### src/rtl/core/brr_pkg.sv
`timescale 1ns / 1ps

package brr_pkg;

    // Default register geometry.
    localparam int REG_LENGTH_DEF  = 6;
    localparam int WINDOW_BITS_DEF = 3;

    // Shared multiplier operand widths: the wide operand carries the noise seed or a
    // register window, the narrow one the generator multiplier or the gain.
    localparam int MUL_A_W = 32;
    localparam int MUL_B_W = 21;

    localparam logic [MUL_B_W-1:0] LCG_MUL = 21'd1664525;
    localparam logic [MUL_A_W-1:0] LCG_ADD = 32'd1013904223;

    // Field widths.
    localparam int LEVEL_W = 12;
    localparam int GAIN_W  = 13;
    localparam int MODE_W  = 2;
    localparam int BITS_W  = 6;

    // Entering-bit modes.
    localparam logic [MODE_W-1:0] MODE_FORCE     = 2'd0;
    localparam logic [MODE_W-1:0] MODE_NOISE     = 2'd1;
    localparam logic [MODE_W-1:0] MODE_TOGGLE    = 2'd2;
    localparam logic [MODE_W-1:0] MODE_NOISE_ALT = 2'd3;

    // Threshold dead zones and noise limits.
    localparam logic [LEVEL_W-1:0] THR_LOW    = 12'd15;
    localparam logic [LEVEL_W-1:0] THR_HIGH   = 12'd4080;
    localparam logic [LEVEL_W-1:0] LEVEL_MAX  = 12'd4095;
    localparam logic [LEVEL_W-1:0] NOISE_MIN  = 12'd1;
    localparam logic [LEVEL_W-1:0] NOISE_MAX  = 12'd4094;
    localparam logic [LEVEL_W-1:0] NOISE_BIAS = 12'h800;

endpackage

### src/rtl/core/bidirectional_rungler_register.sv
`timescale 1ns / 1ps

// Channel | Handshake          | Payload
// --------+--------------------+--------------------------------------------------
// input   | in_valid/in_ready  | fwd_edge back_edge mode threshold_level gain_level
//         |                    | offset_level noise_present noise_sample
// output  | out_valid/out_ready| wave_out_a wave_out_b gate_out_a gate_out_b
//         |                    | register_bits
//
// A transaction runs S_WAVE_A, S_WAVE_B and S_DONE; each set edge adds a multiply and an
// update state before them, forward first; every step runs through one shared multiplier.
// Reset clears the shift register and sets the noise seed to one.
// The input is taken only while the sequencer is idle; a finished result waits in
// the output register, and the sequencer holds its last step while that register is full.
module bidirectional_rungler_register #(
    parameter int REG_LENGTH  = brr_pkg::REG_LENGTH_DEF,
    parameter int WINDOW_BITS = brr_pkg::WINDOW_BITS_DEF
) (
    input  logic                        clk,
    input  logic                        rst_n,
    input  logic                        in_valid,
    output logic                        in_ready,
    input  logic                        fwd_edge,
    input  logic                        back_edge,
    input  logic [brr_pkg::MODE_W-1:0]  mode,
    input  logic [brr_pkg::LEVEL_W-1:0] threshold_level,
    input  logic [brr_pkg::GAIN_W-1:0]  gain_level,
    input  logic [brr_pkg::LEVEL_W-1:0] offset_level,
    input  logic                        noise_present,
    input  logic signed [brr_pkg::LEVEL_W-1:0] noise_sample,
    output logic                        out_valid,
    input  logic                        out_ready,
    output logic signed [brr_pkg::LEVEL_W-1:0] wave_out_a,
    output logic signed [brr_pkg::LEVEL_W-1:0] wave_out_b,
    output logic                        gate_out_a,
    output logic                        gate_out_b,
    output logic [brr_pkg::BITS_W-1:0]  register_bits
);

    localparam int LW       = brr_pkg::LEVEL_W;
    localparam int PadW     = REG_LENGTH + 8;
    localparam int HighShift = (REG_LENGTH >= WINDOW_BITS) ? (REG_LENGTH - WINDOW_BITS) : 0;

    typedef enum logic [2:0] {
        S_IDLE,
        S_FWD_MUL,
        S_FWD_UPD,
        S_BACK_MUL,
        S_BACK_UPD,
        S_WAVE_A,
        S_WAVE_B,
        S_DONE
    } state_t;

    // Scaled window level plus offset, inverted and clipped to signed 12 bits.
    function automatic logic [LW-1:0] wave_level(input logic [brr_pkg::MUL_A_W-1:0] p,
                                                 input logic [LW-1:0] off);
        logic signed [15:0] s;
        begin
            s = 16'sd2048 - $signed({3'b000, p[24:12]}) - $signed({4'b0000, off});
            if (s < -16'sd2048)
                wave_level = 12'h800;
            else if (s > 16'sd2047)
                wave_level = 12'h7FF;
            else
                wave_level = s[LW-1:0];
        end
    endfunction

    state_t                      state_reg;
    logic [REG_LENGTH-1:0]       shift_bits_reg;
    logic [brr_pkg::MUL_A_W-1:0] noise_seed_reg;

    logic                        back_reg;
    logic [brr_pkg::MODE_W-1:0]  mode_reg;
    logic [LW-1:0]               thr_reg;
    logic [brr_pkg::GAIN_W-1:0]  gain_reg;
    logic [LW-1:0]               offset_reg;
    logic                        ext_reg;
    logic [LW-1:0]               sample_reg;
    logic [LW-1:0]               wave_a_reg;

    logic                        out_valid_reg;
    logic [LW-1:0]               wave_out_a_reg;
    logic [LW-1:0]               wave_out_b_reg;
    logic                        gate_out_a_reg;
    logic                        gate_out_b_reg;
    logic [brr_pkg::BITS_W-1:0]  register_bits_reg;

    logic [brr_pkg::MUL_A_W-1:0] mul_a;
    logic [brr_pkg::MUL_B_W-1:0] mul_b;
    logic [brr_pkg::MUL_A_W-1:0] mul_prod;

    logic [LW-1:0]               thr_in;
    logic [brr_pkg::MODE_W-1:0]  mode_in;
    logic                        back_dir;
    logic [REG_LENGTH-1:0]       r_rot;
    logic                        cur_bit;
    logic [brr_pkg::MUL_A_W-1:0] noise_seed_next;
    logic [LW-1:0]               noise_raw;
    logic [LW-1:0]               noise_val;
    logic                        enter_bit;
    logic [REG_LENGTH-1:0]       r_new;
    logic                        need_lcg;
    logic [PadW-1:0]             bits_pad;
    logic [WINDOW_BITS-1:0]      win_a;
    logic [WINDOW_BITS-1:0]      win_b;
    logic [LW-1:0]               wave_now;
    logic                        out_free;

    brr_mul u_mul (
        .clk  (clk),
        .op_a (mul_a),
        .op_b (mul_b),
        .prod (mul_prod)
    );

    // Input conditioning at acceptance: dead-zoned threshold, mode three folded to noise.
    always_comb
    begin
        if (threshold_level < brr_pkg::THR_LOW)
            thr_in = '0;
        else if (threshold_level > brr_pkg::THR_HIGH)
            thr_in = brr_pkg::LEVEL_MAX;
        else
            thr_in = threshold_level;
        mode_in = (mode == brr_pkg::MODE_NOISE_ALT) ? brr_pkg::MODE_NOISE : mode;
    end

    // Edge update: rotation, noise decision and entering bit.
    always_comb
    begin
        back_dir = (state_reg == S_BACK_UPD);
        if (back_dir)
            r_rot = {shift_bits_reg[0], shift_bits_reg[REG_LENGTH-1:1]};
        else
            r_rot = {shift_bits_reg[REG_LENGTH-2:0], shift_bits_reg[REG_LENGTH-1]};
        cur_bit = back_dir ? r_rot[REG_LENGTH-1] : r_rot[0];

        noise_seed_next = mul_prod + brr_pkg::LCG_ADD;
        noise_raw = ext_reg ? (sample_reg ^ brr_pkg::NOISE_BIAS) : noise_seed_next[31:20];
        if (noise_raw < brr_pkg::NOISE_MIN)
            noise_val = brr_pkg::NOISE_MIN;
        else if (noise_raw > brr_pkg::NOISE_MAX)
            noise_val = brr_pkg::NOISE_MAX;
        else
            noise_val = noise_raw;

        unique case (mode_reg)
            brr_pkg::MODE_FORCE:  enter_bit = !back_dir;
            brr_pkg::MODE_TOGGLE: enter_bit = !cur_bit;
            default:              enter_bit = (noise_val > thr_reg) ? !cur_bit : cur_bit;
        endcase

        if (back_dir)
            r_new = {enter_bit, r_rot[REG_LENGTH-2:0]};
        else
            r_new = {r_rot[REG_LENGTH-1:1], enter_bit};

        need_lcg = (mode_reg == brr_pkg::MODE_NOISE) && !ext_reg;
    end

    // Windows and multiplier operand selection.
    always_comb
    begin
        bits_pad = {{(PadW - REG_LENGTH){1'b0}}, shift_bits_reg};
        win_a    = bits_pad[WINDOW_BITS-1:0];
        win_b    = bits_pad[HighShift +: WINDOW_BITS];
        unique case (state_reg)
            S_FWD_MUL, S_BACK_MUL:
            begin
                mul_a = noise_seed_reg;
                mul_b = brr_pkg::LCG_MUL;
            end
            S_WAVE_A:
            begin
                mul_a = brr_pkg::MUL_A_W'({win_a, {(LW - WINDOW_BITS){1'b0}}});
                mul_b = brr_pkg::MUL_B_W'(gain_reg);
            end
            default:
            begin
                mul_a = brr_pkg::MUL_A_W'({win_b, {(LW - WINDOW_BITS){1'b0}}});
                mul_b = brr_pkg::MUL_B_W'(gain_reg);
            end
        endcase
        wave_now = wave_level(mul_prod, offset_reg);
        out_free = !out_valid_reg || out_ready;
    end

    always_ff @(posedge clk or negedge rst_n)
    begin
        if (!rst_n)
        begin
            state_reg      <= S_IDLE;
            shift_bits_reg <= '0;
            noise_seed_reg <= brr_pkg::MUL_A_W'(1);
            out_valid_reg  <= 1'b0;
        end
        else
        begin
            // In the done state a new result may replace the one leaving.
            if (out_valid_reg && out_ready && (state_reg != S_DONE))
                out_valid_reg <= 1'b0;

            unique case (state_reg)
                S_IDLE:
                begin
                    if (in_valid)
                    begin
                        back_reg   <= back_edge;
                        mode_reg   <= mode_in;
                        thr_reg    <= thr_in;
                        gain_reg   <= gain_level;
                        offset_reg <= offset_level;
                        ext_reg    <= noise_present;
                        sample_reg <= noise_sample;
                        if (fwd_edge)
                            state_reg <= S_FWD_MUL;
                        else if (back_edge)
                            state_reg <= S_BACK_MUL;
                        else
                            state_reg <= S_WAVE_A;
                    end
                end
                S_FWD_MUL:
                    state_reg <= S_FWD_UPD;
                S_FWD_UPD:
                begin
                    shift_bits_reg <= r_new;
                    if (need_lcg)
                        noise_seed_reg <= noise_seed_next;
                    state_reg <= back_reg ? S_BACK_MUL : S_WAVE_A;
                end
                S_BACK_MUL:
                    state_reg <= S_BACK_UPD;
                S_BACK_UPD:
                begin
                    shift_bits_reg <= r_new;
                    if (need_lcg)
                        noise_seed_reg <= noise_seed_next;
                    state_reg <= S_WAVE_A;
                end
                S_WAVE_A:
                    state_reg <= S_WAVE_B;
                S_WAVE_B:
                begin
                    wave_a_reg <= wave_now;
                    state_reg  <= S_DONE;
                end
                S_DONE:
                begin
                    // The multiplier keeps being fed the high window, so the product holds.
                    if (out_free)
                    begin
                        wave_out_a_reg    <= wave_a_reg;
                        wave_out_b_reg    <= wave_now;
                        gate_out_a_reg    <= bits_pad[REG_LENGTH-4];
                        gate_out_b_reg    <= bits_pad[REG_LENGTH-1];
                        register_bits_reg <= bits_pad[brr_pkg::BITS_W-1:0];
                        out_valid_reg     <= 1'b1;
                        state_reg         <= S_IDLE;
                    end
                end
                default:
                    state_reg <= S_IDLE;
            endcase
        end
    end

    assign in_ready      = (state_reg == S_IDLE);
    assign out_valid     = out_valid_reg;
    assign wave_out_a    = wave_out_a_reg;
    assign wave_out_b    = wave_out_b_reg;
    assign gate_out_a    = gate_out_a_reg;
    assign gate_out_b    = gate_out_b_reg;
    assign register_bits = register_bits_reg;

endmodule

### src/rtl/core/brr_mul.sv
`timescale 1ns / 1ps

// Shared multiplier with a registered product. Only the low word is kept,
// which is all the noise generator and the window scaling need.
module brr_mul (
    input  logic                        clk,
    input  logic [brr_pkg::MUL_A_W-1:0] op_a,
    input  logic [brr_pkg::MUL_B_W-1:0] op_b,
    output logic [brr_pkg::MUL_A_W-1:0] prod
);

    logic [brr_pkg::MUL_A_W-1:0] prod_reg;
    logic [brr_pkg::MUL_A_W-1:0] prod_next;

    assign prod_next = brr_pkg::MUL_A_W'(op_a * {{(brr_pkg::MUL_A_W - brr_pkg::MUL_B_W){1'b0}}, op_b});

    always_ff @(posedge clk)
    begin
        prod_reg <= prod_next;
    end

    assign prod = prod_reg;

endmodule
### config.mk
export PLATFORM = sky130hd
export DESIGN_NAME = bidirectional_rungler_register
export DESIGN_NICKNAME = d
export VERILOG_FILES = /design/src/rtl/core/brr_pkg.sv /design/src/rtl/core/bidirectional_rungler_register.sv /design/src/rtl/core/brr_mul.sv
export SDC_FILE = /design/constraint.sdc
export NUM_CORES = 1
export LEC_CHECK = 0
export BUFFER_PORTS_ARGS = -buffer_cell sky130_fd_sc_hd__clkbuf_2
export CORE_AREA = 2 2 168 252
export CTS_CLUSTER_DIAMETER = 100
export DETAILED_ROUTE_END_ITERATION = 16
export DIE_AREA = 0 0 170 254
export GPL_ROUTABILITY_DRIVEN = 0
export GPL_TIMING_DRIVEN = 1
export PLACE_DENSITY_LB_ADDON = 0.15
export SKIP_CTS_REPAIR_TIMING = 1
export SLEW_MARGIN = 20
export SYNTH_ARGS = -nofsm -noshare
export SYNTH_HDL_FRONTEND = slang
export SYNTH_SLANG_ARGS = --single-unit
### constraint.sdc
create_clock -name clk -period 22 [get_ports clk]
set_clock_uncertainty 0.2 [all_clocks]
set_input_delay 1.1 -clock clk [delete_from_list [all_inputs] [get_ports clk]]
set_output_delay 1.1 -clock clk [all_outputs]
set_load 0.005 [all_outputs]
### Word-level counts from Yosys, hierarchy flattened

Index checks and enable logic that the tools add are counted.

* $add $sub $neg: 3
* multipliers: 1
* order comparisons: 7
* equal/unequal tests: 13
* mux-type cells: 22
* bitwise logic cells: 1
* reductions and logical operators: 17

Operator list (count)
* $mux 12: 6
* $pmux 32 s2: 1
* $add 32x30->32 const B: 1
* $mul 32x21->32: 1
* $gt 12x12->1 const B: 2
* $pmux 3 s8: 1
* $mux 21: 1
* $gt 15x12->1 const B: 1
* $lt 15x12->1 const B: 1
* $mux 3: 5
* $sub 14x13->15: 1
* $sub 12x13->14 const A: 1
* $eq 3x3->1 const B: 4
* $gt 12x12->1: 1
* $lt 12x1->1 const B: 1
* $lt 12x4->1 const B: 1
* $mux 6: 2
* $eq 3x2->1 const B: 2
* $reduce_and 2->1: 3
* $reduce_and 3->1: 2
* $mux 1: 5
* $eq 2x2->1 const B: 2
* $logic_not 1->1: 4
* $ne 2x2->1 const B: 2
* other kinds (10): 13

* register bits: 171
* input port bits: 58

### Longest topological paths before layout

* depth in word-level cells: 9
* depth in mapped cells: 31
* depth with buffers taken out: 29

### Cells and area by module

A second synthesis with hierarchy kept.

* cell total of the unflattened synthesis: 2350
* area total of the unflattened synthesis: 22059.9 µm²

By module, submodules not included
* brr_mul: times used 1, cells an instance 1620, area each 14477.6 µm², sequential area each 640.6 µm²
* bidirectional_rungler_register: times used 1, cells an instance 730, area each 7582.3 µm², sequential area each 3905.0 µm²

### Worst setup path after synthesis

Ideal clock, no wire load.

* path type: flip-flop to flip-flop
* from: register state_reg[1]
* to: register u_mul.prod_reg (netlist bit u_mul.prod[30])
* library setup time: 125 ps
* arrival time: 6828 ps
* required time: 21675 ps
* slack: 14847 ps
* cell stages (with the launch flop): 28
* buffers on the path: 2
* clock period less this slack: 7153 ps
* cell sequence: dfrtp_1 clkbuf_1 inv_1 and3_1 a21oi_1 o21ai_0 clkbuf_1 nand3_1 fa_1 inv_1 fa_1 inv_1 fa_1 inv_1 fa_1 fa_1 fa_1 inv_1 fa_1 inv_1 ha_1 nand3_1 o221ai_1 a311oi_1 o22ai_1 o21ai_1 a31oi_1 xor2_1

* word-level cells in the longest chain between the ends: 4
* elaborated cells on any way between the ends: 7
* classes of those cells: 1 x mul; 3 x eq/ne; 2 x mux; 1 x reduce/logical

RTL lines
* start, declared: RTL line bidirectional_rungler_register.sv:70 `state_t state_reg;`
* start signal, assigned: RTL line bidirectional_rungler_register.sv:232 `state_reg <= back_reg ? S_BACK_MUL : S_WAVE_A;`
* $eq 3x2->1 or $eq 3x1->1 (tied branches): RTL line bidirectional_rungler_register.sv:169 `unique case (state_reg)`
* $reduce_or 2->1: RTL line bidirectional_rungler_register.sv:169
* $pmux 32 s2 or $mux 21 (tied branches): RTL line bidirectional_rungler_register.sv:169
* $mul 32x21->32 (*): RTL line brr_mul.sv:15 `assign prod_next = brr_pkg::MUL_A_W'(op_a * {{(brr_pkg::MUL_A_W - brr_pkg::MUL_B_W){1'b0}}, op_b});`
* via u_mul.prod_next (one bit): RTL line brr_mul.sv:13 `logic [brr_pkg::MUL_A_W-1:0] prod_next;`
* end signal, assigned: RTL line brr_mul.sv:19 `prod_reg <= prod_next;`
* end, declared: RTL line brr_mul.sv:12 `logic [brr_pkg::MUL_A_W-1:0] prod_reg;`

Mark *: on every way through the listed nets, which the timed path passes. The rest lies on a longest branch.
A chain may end at the register's enable or synchronous reset.

### Final worst setup path

* from: register state_reg[2]
* to: register u_mul.prod_reg (netlist bit u_mul.prod[30])

Same word-level chain as after synthesis.

==> results.md <==
* Wire length of the first global-routing pass at between 70 and 80 mm
* Number of levels in the clock H-tree at 4
* Number of antenna violations at the first check in global routing at 0
* Per-instance average area after synthesis at between 10 and 15 µm²
* CP endpoint kind: flop
* Cell occurring most often along the worst timing path: fa_1
* Startpoint Class: flop
* First-pass detailed-route iteration total at 5
* Proportion of synthesized flip-flops having asynchronous set or reset at 24.9%
* Total negative slack for setup checks at 0 ps
* Die Y at around 250 µm
* Flop-to-flop setup slack at ~13000 ps
* Buffers plus inverters on the worst setup path at 6
* DR iter-0 viols at between 600 and 700
* Number of enable-type register cells in the synthesized netlist at 95
* Commonest non-fill, non-tap cell in the layout: inv_1
* Global-route congestion overflow total at 0
* Standard cell with the maximum stage delay on the critical path: o21ai_1
* Vias in the first global route at 13.3k
* Clock latency on the worst-skew pair at approximately 460 ps
* Count of boundary I/O pins at around 90
* End point of the most critical hold path: wave_out_a[4]
* TritonCTS clock tree: built
* I/O Buffers at 91
* Syn-to-layout area delta at 12.3%
* Routed len/inst at 17.5 µm
* Worst rel slew slack at roughly 25%
* Minimum clock period at between 8000 and 9000 ps
* Worst Path Max Fanout at 24
* Total via count after detailed routing at between 10k and 15k
* Slew at the pin closest to its max-slew limit at between 1000 and 1500 ps
* DP HPWL at 37.5 mm
* Max Fclk at about 0.12 GHz
* List of cells traversed by the critical path: inv_1 -> o21ai_1 -> nand3_1 -> fa_1 -> inv_1 -> fa_1 -> inv_1 -> fa_1 -> inv_1 -> fa_1 -> fa_1 -> fa_1 -> inv_1 -> fa_1 -> inv_1 -> ha_1 -> nand3_1 -> o221ai_1 -> a311oi_1 -> o22ai_1 -> o21ai_1 -> a31oi_1 -> xor2_1
* Cts bufs inserted at 17
* CP delay by family, top: adder cells
* Max-cap violation count at 0
* Number of failing hold endpoints at the final stage at 0
* Number of instances in the synthesized netlist at 1737
* Number of buffers on the longest clock path at 2
* Top area cells in the synthesized netlist: fa_1 35%, edfxtp_1 16%, ha_1 9.0%
* Number of nets in the layout at 2489
* Dominant cell type by area after synthesis: fa_1
* Endpoint of the worst register-to-register path: u_mul.prod[30]
* Critical Path RT at 22140 ps
* Die Width at between 150 and 200 µm
* Overall global routing resource usage at roughly 22%
* Post-synth top area share at between 30% and 40%
* Final wirelength at ~44 mm
* Number of distinct library cell variants in the gate-level netlist after synthesis at 64
* CP Data Arrival Time at ~8800 ps
* Drc violations at 0
* Number of clock sinks at ~170
* Ratio of routed vias to standard cells at between 4 and 5
* Warnings from Yosys at 0
* Worst hold path startpoint: wave_a_reg[4]
* Share of final-layout standard cells stronger than drive strength 1 at ~8%
* Cell Rows at a little over 90
* Total standard cell area after synthesis at between 0.015 and 0.02 mm²
* Effective utilization at floorplan at around 45%
* Number of max-slew violations in the final report at 0
* Final setup violation count at 0
* Number of nets with antenna violations after detailed routing at 0
* Commonest cells after routing, fill and taps aside: 428 x inv_1, 323 x fa_1, 170 x conb_1
* Logic depth of the worst register-to-register path at 23
* Die area at 0.0432 mm²
* Clock-pin slew reported for the worst setup and hold paths after clock tree synthesis at ~80 ps
* Status: finished clean
* Final clock period utilization by the worst path at 39.4%
* WS Path Type: reg2reg
* Crit path largest cell delay at between 900 and 1000 ps
* Root buf cell: clkbuf_16
* Worst reg2reg path startpoint: state_reg[2]
* Largest net degree at the start of global routing at 54
* Hold WC Path Type: reg2reg
* Number of antenna repair diodes at 0
* Total core area at 0.0410 mm²
* Unrepaired setup endpoints after global routing: no
* Yosys reg bits at about 170
* Most used flip-flop cell after synthesis: edfxtp_1
* Sequential fraction of the synthesis area at 24.8%
* Cells on Worst Hold Path at 0
[stage by stage]
stage / hold WS [ps] / cell area, µm² / util, % / setup WS (ps) / instances
floorplan: 200 / 18900 / - / 14850 / 1905
global placement: 205 / 19900 / 48.6 / 13660 / 2468
detailed placement: 205 / 19900 / 48.6 / 13440 / 2468
CTS: 222 / 20500 / 50.1 / 13460 / 2500
global route: 226 / 20500 / 50.1 / 12930 / 2500
finish: 221 / 20500 / 50.1 / 13340 / 2500
[cell families (layout without fill, tap and decap cells)]
kind of cell	count (synthesis)	after routing	share of synthesized area (%)
xor+xnor	93	93	4.45
fa+ha+maj	455	455	44.4
simple gates	308	308	8.07
mux	19	19	1.11
buf+inv	474	558	9.79
compound gates	217	217	7.35
flops	169	169	24.8
other cells	2	170	0.0410
[synth_stat cells, drive strengths merged, types with 7 or more instances]
cell / instances
nor3: 20
inv: 428
o21ai: 81
fa: 323
nand2: 94
dfxtp: 32
mux2: 11
o22ai: 9
o21bai: 12
dfrtp: 41
nor2: 74
clkbuf: 39
xor2: 30
nand3: 29
mux2i: 8
edfxtp: 95
xnor2: 63
and3: 28
buf: 7
o21a: 13
or3: 7
a21o: 14
a21oi: 50
ha: 132
nor4: 10
nand4: 9
nor2b: 18
o31ai: 7
[cell type report]
cell class | instances | area (µm²)
fill | 3821 | 20400
multi-input combinational | 1262 | 12600
sequential | 169 | 4550
inverter | 428 | 1610
tap | 511 | 639
timing repair buffer | 98 | 508
clock buffer | 17 | 425
clock inverter | 15 | 219
[worst max path at each step]
stage,from,end,slack (ps),cells after the start
finish,state_reg[2],u_mul.prod[30],13340,23
global route,state_reg[2],u_mul.prod[30],12930,23
CTS,state_reg[2],u_mul.prod[30],13460,23
detailed placement,state_reg[2],u_mul.prod[30],13440,23
global placement,state_reg[2],u_mul.prod[30],13660,23
floorplan,state_reg[1],u_mul.prod[30],14850,27
[layer usage]
metal / GRT usage [%] / wire [µm] / vias to the layer above / part of all wire [%]
li1: - / - / 5748 / -
met2: 42.5 / 24900 / 180 / 57
met4: 8.33 / 1560 / 0 / 3.6
met1: 24.9 / 16500 / 6058 / 38
met3: 2.27 / 891 / 54 / 2.0
met5: 0 / 0 / - / 0
Power is left out: the tool's default activity adds up to more than one toggle a clock period on the data nets, which glitch-free logic cannot reach.
